--- src/design/spbc_pkg.sv ---
// Shared types and constants for the soft power button controller.
// No dependencies; imported by the top level and its checker.
package spbc_pkg;

  localparam int CntW = 16;
  localparam int CfgIdxW = 2;

  typedef enum logic [2:0] {
    PH_WAIT_ON   = 3'd0,
    PH_WAIT_REL  = 3'd1,
    PH_NOTIFY    = 3'd2,
    PH_QUIET     = 3'd3,
    PH_SHUTDOWN  = 3'd4,
    PH_HALTED    = 3'd5
  } phase_t;

  typedef enum logic [2:0] {
    LED_OFF            = 3'd0,
    LED_ON             = 3'd1,
    LED_BLINK_1000_500 = 3'd2,
    LED_BLINK_5000_50  = 3'd3,
    LED_BLINK_200_100  = 3'd4
  } board_mode_t;

  typedef enum logic [1:0] {
    EXT_OFF    = 2'd0,
    EXT_ON     = 2'd1,
    EXT_FOLLOW = 2'd2
  } ext_mode_t;

  localparam logic [CfgIdxW-1:0] CFG_ON_DELAY      = 2'd0;
  localparam logic [CfgIdxW-1:0] CFG_RELEASE_DELAY = 2'd1;
  localparam logic [CfgIdxW-1:0] CFG_OFF_DELAY     = 2'd2;
  localparam logic [CfgIdxW-1:0] CFG_NOTIFY        = 2'd3;

  localparam logic [CntW-1:0] ON_DELAY_RESET      = 16'd2000;
  localparam logic [CntW-1:0] RELEASE_DELAY_RESET = 16'd1000;
  localparam logic [CntW-1:0] OFF_DELAY_RESET     = 16'd2000;
  localparam logic [CntW-1:0] NOTIFY_RESET        = 16'd5000;

  localparam logic LEVEL_PRESSED  = 1'b0;
  localparam logic LEVEL_RELEASED = 1'b1;

endpackage

--- src/design/soft_power_button_controller.sv ---
// Soft power latch: long press on, long press off, notify and quiet phases.
// The result beat of an accepted tick beat is registered and follows in the next cycle.
// Throughput: one tick beat per cycle while out_ready is high; the result register frees as it drains.
// Reset (rst, synchronous): phase wait-on, counters and hold cleared,
// delay registers back to 2000/1000/2000/5000 ms, no result pending.
// Depends on spbc_pkg.
module soft_power_button_controller (
  input  logic                          clk,
  input  logic                          rst,
  input  logic                          in_valid,
  output logic                          in_ready,
  input  logic                          button_level,
  output logic                          out_valid,
  input  logic                          out_ready,
  output logic                          hold_out,
  output logic [2:0]                    board_led_mode,
  output logic [1:0]                    ext_led_mode,
  output logic                          off_request,
  output logic [2:0]                    phase,
  input  logic                          cfg_we,
  input  logic [spbc_pkg::CfgIdxW-1:0]  cfg_index,
  input  logic [spbc_pkg::CntW-1:0]     cfg_data
);
  import spbc_pkg::*;

  logic [CntW-1:0] on_delay_ms;
  logic [CntW-1:0] release_delay_ms;
  logic [CntW-1:0] off_delay_ms;
  logic [CntW-1:0] notify_ms;

  phase_t          phase_reg, phase_next;
  logic [CntW-1:0] qualify_count, qualify_count_next;
  logic [CntW-1:0] notify_count, notify_count_next;
  logic            hold_reg, hold_next;
  logic            off_req_next;
  board_mode_t     board_next;
  ext_mode_t       ext_next;
  logic [2:0]      phase_out_next;
  logic            accept;

  assign in_ready = !out_valid || out_ready;
  assign accept   = in_valid && in_ready;

  always_ff @(posedge clk) begin
    if (rst) begin
      on_delay_ms      <= ON_DELAY_RESET;
      release_delay_ms <= RELEASE_DELAY_RESET;
      off_delay_ms     <= OFF_DELAY_RESET;
      notify_ms        <= NOTIFY_RESET;
    end else if (cfg_we) begin
      case (cfg_index)
        CFG_ON_DELAY:      on_delay_ms      <= cfg_data;
        CFG_RELEASE_DELAY: release_delay_ms <= cfg_data;
        CFG_OFF_DELAY:     off_delay_ms     <= cfg_data;
        CFG_NOTIFY:        notify_ms        <= cfg_data;
        default: ;
      endcase
    end
  end

  // Next state for one tick.
  always_comb begin
    phase_next         = phase_reg;
    qualify_count_next = qualify_count;
    notify_count_next  = notify_count;
    hold_next          = hold_reg;
    off_req_next       = 1'b0;
    case (phase_reg)
      PH_WAIT_ON: begin
        if (button_level == LEVEL_PRESSED) begin
          if (qualify_count >= on_delay_ms) begin
            hold_next          = 1'b1;
            phase_next         = PH_WAIT_REL;
            qualify_count_next = '0;
          end else begin
            qualify_count_next = qualify_count + 1'b1;
          end
        end else begin
          qualify_count_next = '0;
        end
      end
      PH_WAIT_REL: begin
        if (button_level == LEVEL_RELEASED) begin
          if (qualify_count >= release_delay_ms) begin
            phase_next         = PH_NOTIFY;
            notify_count_next  = '0;
            qualify_count_next = '0;
          end else begin
            qualify_count_next = qualify_count + 1'b1;
          end
        end else begin
          qualify_count_next = '0;
        end
      end
      PH_NOTIFY, PH_QUIET: begin
        if (phase_reg == PH_NOTIFY) begin
          if (notify_count >= notify_ms) begin
            phase_next = PH_QUIET;
          end else begin
            notify_count_next = notify_count + 1'b1;
          end
        end else if (button_level == LEVEL_PRESSED) begin
          // any press during quiet restarts notify
          phase_next        = PH_NOTIFY;
          notify_count_next = '0;
        end
        if (button_level == LEVEL_PRESSED) begin
          if (qualify_count >= off_delay_ms) begin
            off_req_next       = 1'b1;
            hold_next          = 1'b0;
            phase_next         = PH_SHUTDOWN;
            qualify_count_next = '0;
          end else begin
            qualify_count_next = qualify_count + 1'b1;
          end
        end else begin
          qualify_count_next = '0;
        end
      end
      PH_SHUTDOWN: begin
        if (button_level == LEVEL_RELEASED) begin
          phase_next = PH_HALTED;
        end
      end
      default: ;
    endcase
  end

  // Output decode from the phase after the tick.
  always_comb begin
    case (phase_next)
      PH_WAIT_ON: begin
        board_next     = LED_OFF;
        ext_next       = EXT_OFF;
        phase_out_next = PH_WAIT_ON;
      end
      PH_WAIT_REL: begin
        board_next     = LED_ON;
        ext_next       = EXT_ON;
        phase_out_next = PH_WAIT_REL;
      end
      PH_NOTIFY: begin
        board_next     = LED_BLINK_1000_500;
        ext_next       = EXT_FOLLOW;
        phase_out_next = PH_NOTIFY;
      end
      PH_QUIET: begin
        board_next     = LED_BLINK_5000_50;
        ext_next       = EXT_OFF;
        phase_out_next = PH_QUIET;
      end
      PH_SHUTDOWN: begin
        board_next     = LED_BLINK_200_100;
        ext_next       = EXT_FOLLOW;
        phase_out_next = PH_SHUTDOWN;
      end
      default: begin
        board_next     = LED_ON;
        ext_next       = EXT_OFF;
        phase_out_next = PH_HALTED;
      end
    endcase
  end

  always_ff @(posedge clk) begin
    if (rst) begin
      phase_reg     <= PH_WAIT_ON;
      qualify_count <= '0;
      notify_count  <= '0;
      hold_reg      <= 1'b0;
    end else if (accept) begin
      phase_reg     <= phase_next;
      qualify_count <= qualify_count_next;
      notify_count  <= notify_count_next;
      hold_reg      <= hold_next;
    end
  end

  always_ff @(posedge clk) begin
    if (rst) begin
      out_valid <= 1'b0;
    end else if (accept) begin
      out_valid <= 1'b1;
    end else if (out_ready) begin
      out_valid <= 1'b0;
    end
  end

  always_ff @(posedge clk) begin
    if (accept) begin
      hold_out       <= hold_next;
      board_led_mode <= board_next;
      ext_led_mode   <= ext_next;
      off_request    <= off_req_next;
      phase          <= phase_out_next;
    end
  end

endmodule

--- config.mk ---
export PLATFORM = sky130hd
export DESIGN_NAME = soft_power_button_controller
export DESIGN_NICKNAME = d
export VERILOG_FILES = /design/src/design/spbc_pkg.sv /design/src/design/soft_power_button_controller.sv
export SDC_FILE = /design/constraint.sdc
export NUM_CORES = 1
export LEC_CHECK = 0
export BUFFER_PORTS_ARGS = -buffer_cell sky130_fd_sc_hd__buf_4
export CORE_ASPECT_RATIO = 1.1
export CORE_MARGIN = 2
export CORE_UTILIZATION = 40
export DETAILED_ROUTE_END_ITERATION = 7
export PLACE_DENSITY = 0.61
export SYNTH_ARGS = -nofsm -noshare
export SYNTH_HDL_FRONTEND = slang
export SYNTH_SLANG_ARGS = --single-unit
--- constraint.sdc ---
create_clock -name clk -period 3.2 [get_ports clk]
set_input_delay 0.64 -clock clk [delete_from_list [all_inputs] [get_ports clk]]
set_output_delay 0.64 -clock clk [all_outputs]
set_load 0.01 [all_outputs]
=== After elaboration in Yosys (flattened, before gate mapping) ===
Index checks and enable logic that the tools add are counted.

* Register bits after elaboration: 111
* Output and inout port bits: 12

* $add $sub $neg: 2
* Magnitude comparators: 4
* Eq/ne operators: 15
* Mux-type cells: 35
* Bitwise gates (word level): 1
* Reduce and logical (&&, ||, !) cells: 18

{| class="wikitable"
|+ Operators by type and width
! operator !! number
|-
| $mux W16 || 11
|-
| $ge A16 B16 Y1 || 4
|-
| $pmux W16 S3 || 1
|-
| $add A16 B1 Y16 const B || 2
|-
| $pmux W16 S2 || 1
|-
| $mux W3 || 10
|-
| $pmux W3 S4 || 2
|-
| $pmux W3 S5 || 1
|-
| $eq A3 B2 Y1 const B || 4
|-
| $reduce_and A2 Y1 || 5
|-
| $mux W1 || 7
|-
| $eq A3 B1 Y1 const B || 2
|-
| $eq A3 B3 Y1 const B || 2
|-
| $logic_not A3 Y1 || 2
|-
| $ne A3 B3 Y1 const B || 2
|-
| $reduce_and A6 Y1 || 1
|-
| $reduce_or A2 Y1 || 3
|-
| $eq A2 B2 Y1 const B || 2
|-
| $ne A2 B2 Y1 const B || 2
|-
| $pmux W2 S2 || 1
|-
| $reduce_bool A2 Y1 || 2
|-
| $reduce_bool A3 Y1 || 1
|-
| $eq A2 B1 Y1 const B || 1
|-
| $logic_not A2 Y1 || 1
|-
| 5 further kinds || 5
|}

=== Depth between registers and ports, before layout ===
* Word-level depth: 9
* Mapped depth: 12
* Gate-level depth less buffers: 10

=== Worst setup path before layout ===
Ideal clock, no wire load.

* Path type: register to register
* Start: register qualify_count[0]
* End: register ext_led_mode[1], data pin
* Setup time: 263 ps
* Arrival: 2,216 ps
* Path slack: 721 ps
* Cell stages (with the launch flop): 11
* Clock period less this slack: 2,479 ps
* Cells stage by stage: dfxtp_1 > inv_1 > ha_1 > nand2b_1 > a2111o_1 > a311oi_2 > o21ai_1 > o21a_1 > a211oi_1 > or3_4 > a21oi_2

* Word-level cells in the longest chain between the ends: 7
* Elaborated cells on any way between the ends: 15

{| class="wikitable"
|+ RTL lines
! what !! line !! source
|-
| start, declared || soft_power_button_controller.sv:32 || <nowiki>logic [CntW-1:0] qualify_count, qualify_count_next;</nowiki>
|-
| start signal, assigned || soft_power_button_controller.sv:173 || <nowiki>qualify_count <= qualify_count_next;</nowiki>
|-
| $ge A16 B16 Y1, on equally long branches || soft_power_button_controller.sv:108, soft_power_button_controller.sv:71, soft_power_button_controller.sv:84 ||
|-
| $mux W3, on equally long branches || soft_power_button_controller.sv:108, soft_power_button_controller.sv:71, soft_power_button_controller.sv:84 ||
|-
| $mux W3, on equally long branches || soft_power_button_controller.sv:107, soft_power_button_controller.sv:70, soft_power_button_controller.sv:83 ||
|-
| $pmux W3 S4 (*) || soft_power_button_controller.sv:68 || <nowiki>case (phase_reg)</nowiki>
|-
| $eq A3 B3 Y1 or $eq A3 B2 Y1 (tied branches) || soft_power_button_controller.sv:131 || <nowiki>case (phase_next)</nowiki>
|-
| $reduce_or A2 Y1 (no source line) || - ||
|-
| $pmux W2 S2 (*) || soft_power_button_controller.sv:131 ||
|-
| via ext_next[1] || soft_power_button_controller.sv:37 || <nowiki>ext_mode_t ext_next;</nowiki>
|-
| end signal, assigned || soft_power_button_controller.sv:193 || <nowiki>ext_led_mode <= ext_next;</nowiki>
|-
| end, declared || soft_power_button_controller.sv:17 || <nowiki>output logic [1:0] ext_led_mode,</nowiki>
|}

Mark *: on every way through the listed nets, which the timed path passes. The rest lies on a longest branch.
A chain may end at the register's enable or synchronous reset.

=== Final worst setup path ===
* Start: register notify_count[0]
* End: register notify_count[2]

* Word-level cells in the longest chain between the ends: 4
* Elaborated cells on any way between the ends: 7

{| class="wikitable"
|+ RTL lines
! what !! line !! source
|-
| start, declared || soft_power_button_controller.sv:33 || <nowiki>logic [CntW-1:0] notify_count, notify_count_next;</nowiki>
|-
| start signal, assigned || soft_power_button_controller.sv:174 || <nowiki>notify_count <= notify_count_next;</nowiki>
|-
| $add A16 B1 Y16 || soft_power_button_controller.sv:100 || <nowiki>notify_count_next = notify_count + 1'b1;</nowiki>
|-
| $mux W16 || soft_power_button_controller.sv:97 || <nowiki>if (notify_count >= notify_ms) begin</nowiki>
|-
| $mux W16 || soft_power_button_controller.sv:96 || <nowiki>if (phase_reg == PH_NOTIFY) begin</nowiki>
|-
| $pmux W16 S2 || soft_power_button_controller.sv:68 ||
|}

Parallel ways exist; a longest one is shown, timed or not. The select of a mux whose other input is x is not followed.

==> flow_summary.ini <==
[power_and_ir_drop]
pwr-share-clk_pct = 40.1
swShare_pct = 24.27
powerDensity_nw_per_um2 = 420.7
seq_power_share_pct = 50.4
power_switching_w = 0.0006973
irDropWorstVdd_mv = 0.2829
p_leak_nw = 2.908
comb_power_share_pct = 9.5
p_int_w = 0.002176

[logic_synthesis]
synth_flop_cell = dfxtp_1
synth_most_common_cell = nand2_1
syn_inst = 750
ys_types = 62
syn-cell-area_um2 = 6132
syn_nets = 840
synth_async_sr_flop_share_pct = 0
ys_ff_latch = 110
synthTopCellsByArea = dfxtp_1 33%, ha_1 13%, nand2_1 8.1%
seq_area_frac_synth_pct = 37.38
synth.avg_cell_area_um2 = 8.176
synth-warning-count = 0
synth_common_cells = 133 x nand2_1, 101 x dfxtp_1, 67 x inv_1, 66 x ha_1, 65 x a21oi_1
synth_edf_count = 9
synth_top_area_cell = dfxtp_1
synth_top_area_share_pct = 32.97

[outcome]
status = complete, no violations

[setup_path]
reg2reg_depth = 10
r2r_start = notify_count[0]$_SDFFE_PP0P_
timing.critical_path.required_ns = 3.47
rr_endpoint = notify_count[2]$_SDFFE_PP0P_
cp-start-kind = register
crit_arrival_ns = 3.17
reg2reg_slack_ns = 0.30
cp-startpoint = notify_count[0]$_SDFFE_PP0P_
worstSetupPathType = reg -> reg
worst-path-max-fanout = 14
crit_path_end_kind = register

[finish]
antenna_cells = 0
drive_gt1_share_pct = 9.290
nets = 860
fillerInstances = 1489
final_util_pct = 45.54
area_delta_synth_final_pct = 11.37

[floorplanning]
die_h_um = 133.9
core-area_um2 = 15000
start_util_pct = 40.89
dieArea_um2 = 16340
num_io_pins = 36
core.rowCount = 47
die_w_um = 122.1

[clock_network]
clock-sinks = 110
cts.clk_slew.worst_paths_ns = 0.07
cts_hold_buf = 0
clock-root-buffer = clkbuf_16
cts_tree = yes
worst_skew_pair.late_latency_ns = 0.36
htreeDepth = 3
cts_buffers = 9
post-cts-setup-buffer-count = 0
cts_resized = 0
clockBufferDepth = 2

[global_routing]
grt_pass1_wl_um = 24870
grt_start_max_net_pins = 48
overflow = 0
antenna_found_initial = 0
grt.total_usage_pct = 19.52
grt_pass1_vias = 5088

[sta]
finalSetupViolCount = 0
fmax_ghz = 0.3451
holdWs_ns = 0.4569
worst_slew_pin_slew_ns = 0.8253
rsz0062_at_grt = no
final.setup_skew_ns = 0.007850
slew_headroom_pct = 44.98
setup_tns_ns = 0
report.final.slew_viol_count = 0
fin_crit_ns = 2.898
hold_viol_final = 0
fin_crit_sh_pct = 90.55

[route]
drt_first_iter_violations = 330
wl_um = 15280
vias = 5261
wl_per_cell_um = 15.73
detail-route-antenna-nets = 0
drt-vias-per-instance = 5.418
first_pass_iters = 4
drc = 0

[min_path]
worstHoldStart = off_delay_ms[13]$_SDFFE_PP0P_
hold_class = reg -> reg
hold_end = off_delay_ms[13]$_SDFFE_PP0P_
holdPathStages = 2

[place]
dp_hpwl_um = 11150
place_congestion = 0.8407
io_buffers = 35

[job]
cap_violations = 0
critical path, stage by stage, from the launching register on:
cell	delay, ns
dfxtp_1	0.39
inv_1	0.07
ha_1	0.26
nand2b_1	0.09
a21o_1	0.11
a211oi_1	0.06
o41ai_1	0.67
o22ai_1	0.27
a21oi_2	0.59
o21ai_0	0.18
o21ai_0	0.11
per-stage QoR:
stage / total power, W / std cells / setup WS, ns / cell area [um^2]
finish: 0.002873 / 971 / 0.3023 / 6829
global route: 0.002987 / 971 / 0.02232 / 6829
CTS: 0.002895 / 971 / 0.3148 / 6829
detailed placement: 0.001753 / 955 / 0.3538 / 6528
global placement: 0.001742 / 955 / 0.3913 / 6528
floorplan: 0.001659 / 750 / 0.7214 / 6132
layout make-up:
| type | instances | area, um^2 | share of cell area, % |
|---|---|---|---|
| Multi-Input combinational cell | 538 | 3412 | 49.96 |
| Sequential cell | 110 | 2292 | 33.57 |
| Timing Repair Buffer | 43 | 322.8 | 4.727 |
| Clock buffer | 12 | 256.5 | 3.756 |
| Inverter | 68 | 255.2 | 3.738 |
| Tap cell | 196 | 245.2 | 3.591 |
| Clock inverter | 4 | 45.04 | 0.6596 |
placed cells by master, fill, tap and decap left out, types with 8 or more instances in the layout:
cell type	netlist	final
nand2_1	133	133
inv_1	67	67
nand3_1	21	21
nand2b_1	11	11
ha_1	66	66
a31oi_1	23	23
a211o_1	18	18
o21ai_1	12	12
dfxtp_1	101	101
a21o_1	9	9
and3_1	12	12
nor3_1	8	8
a21oi_1	65	65
nand3b_1	16	16
o21ai_0	20	20
edfxtp_1	9	9
clkbuf_16	0	9
buf_4	1	43
nor2_1	44	44
worst max path at each step:
stage	slack, ns	end
after floorplan	0.72	ext_led_mode[1]$_DFFE_PP_
after global placement	0.39	board_led_mode[0]$_DFFE_PP_
after detailed placement	0.35	board_led_mode[0]$_DFFE_PP_
after CTS	0.31	notify_count[2]$_SDFFE_PP0P_
after global routing	0.02	notify_count[10]$_SDFFE_PP0P_
final	0.30	notify_count[2]$_SDFFE_PP0P_
logic make-up after synthesis:
family	after synthesis	synth area share, %
xor gates and xnor gates	2	0.2857
AOI/OAI and AO/OA	191	20.28
and+or+nand+nor	279	21.53
buffers and inverters	102	7.060
adders and majority gates	66	13.47
DFF	110	37.38
power groups by stage:
stage               combinational (W)  sequential, W  clock [W]
floorplan                    0.000182        0.00148          0
global placement             0.000264        0.00148          0
detailed placement           0.000273        0.00148          0
CTS                          0.000274        0.00145    0.00117
global route                 0.000306        0.00145    0.00123
finish                       0.000273        0.00145    0.00115
metal layers:
metal | GRT usage [%] | part of all wire [%] | vias up
met2 | 32.81 | 48 | 132
met1 | 24.31 | 45 | 2424
li1 | - | - | 2675
met4 | 10.09 | 3.0 | 0
met3 | 2.551 | 4.3 | 30
met5 | 0 | 0 | -
(Power assumes the default switching activity.)
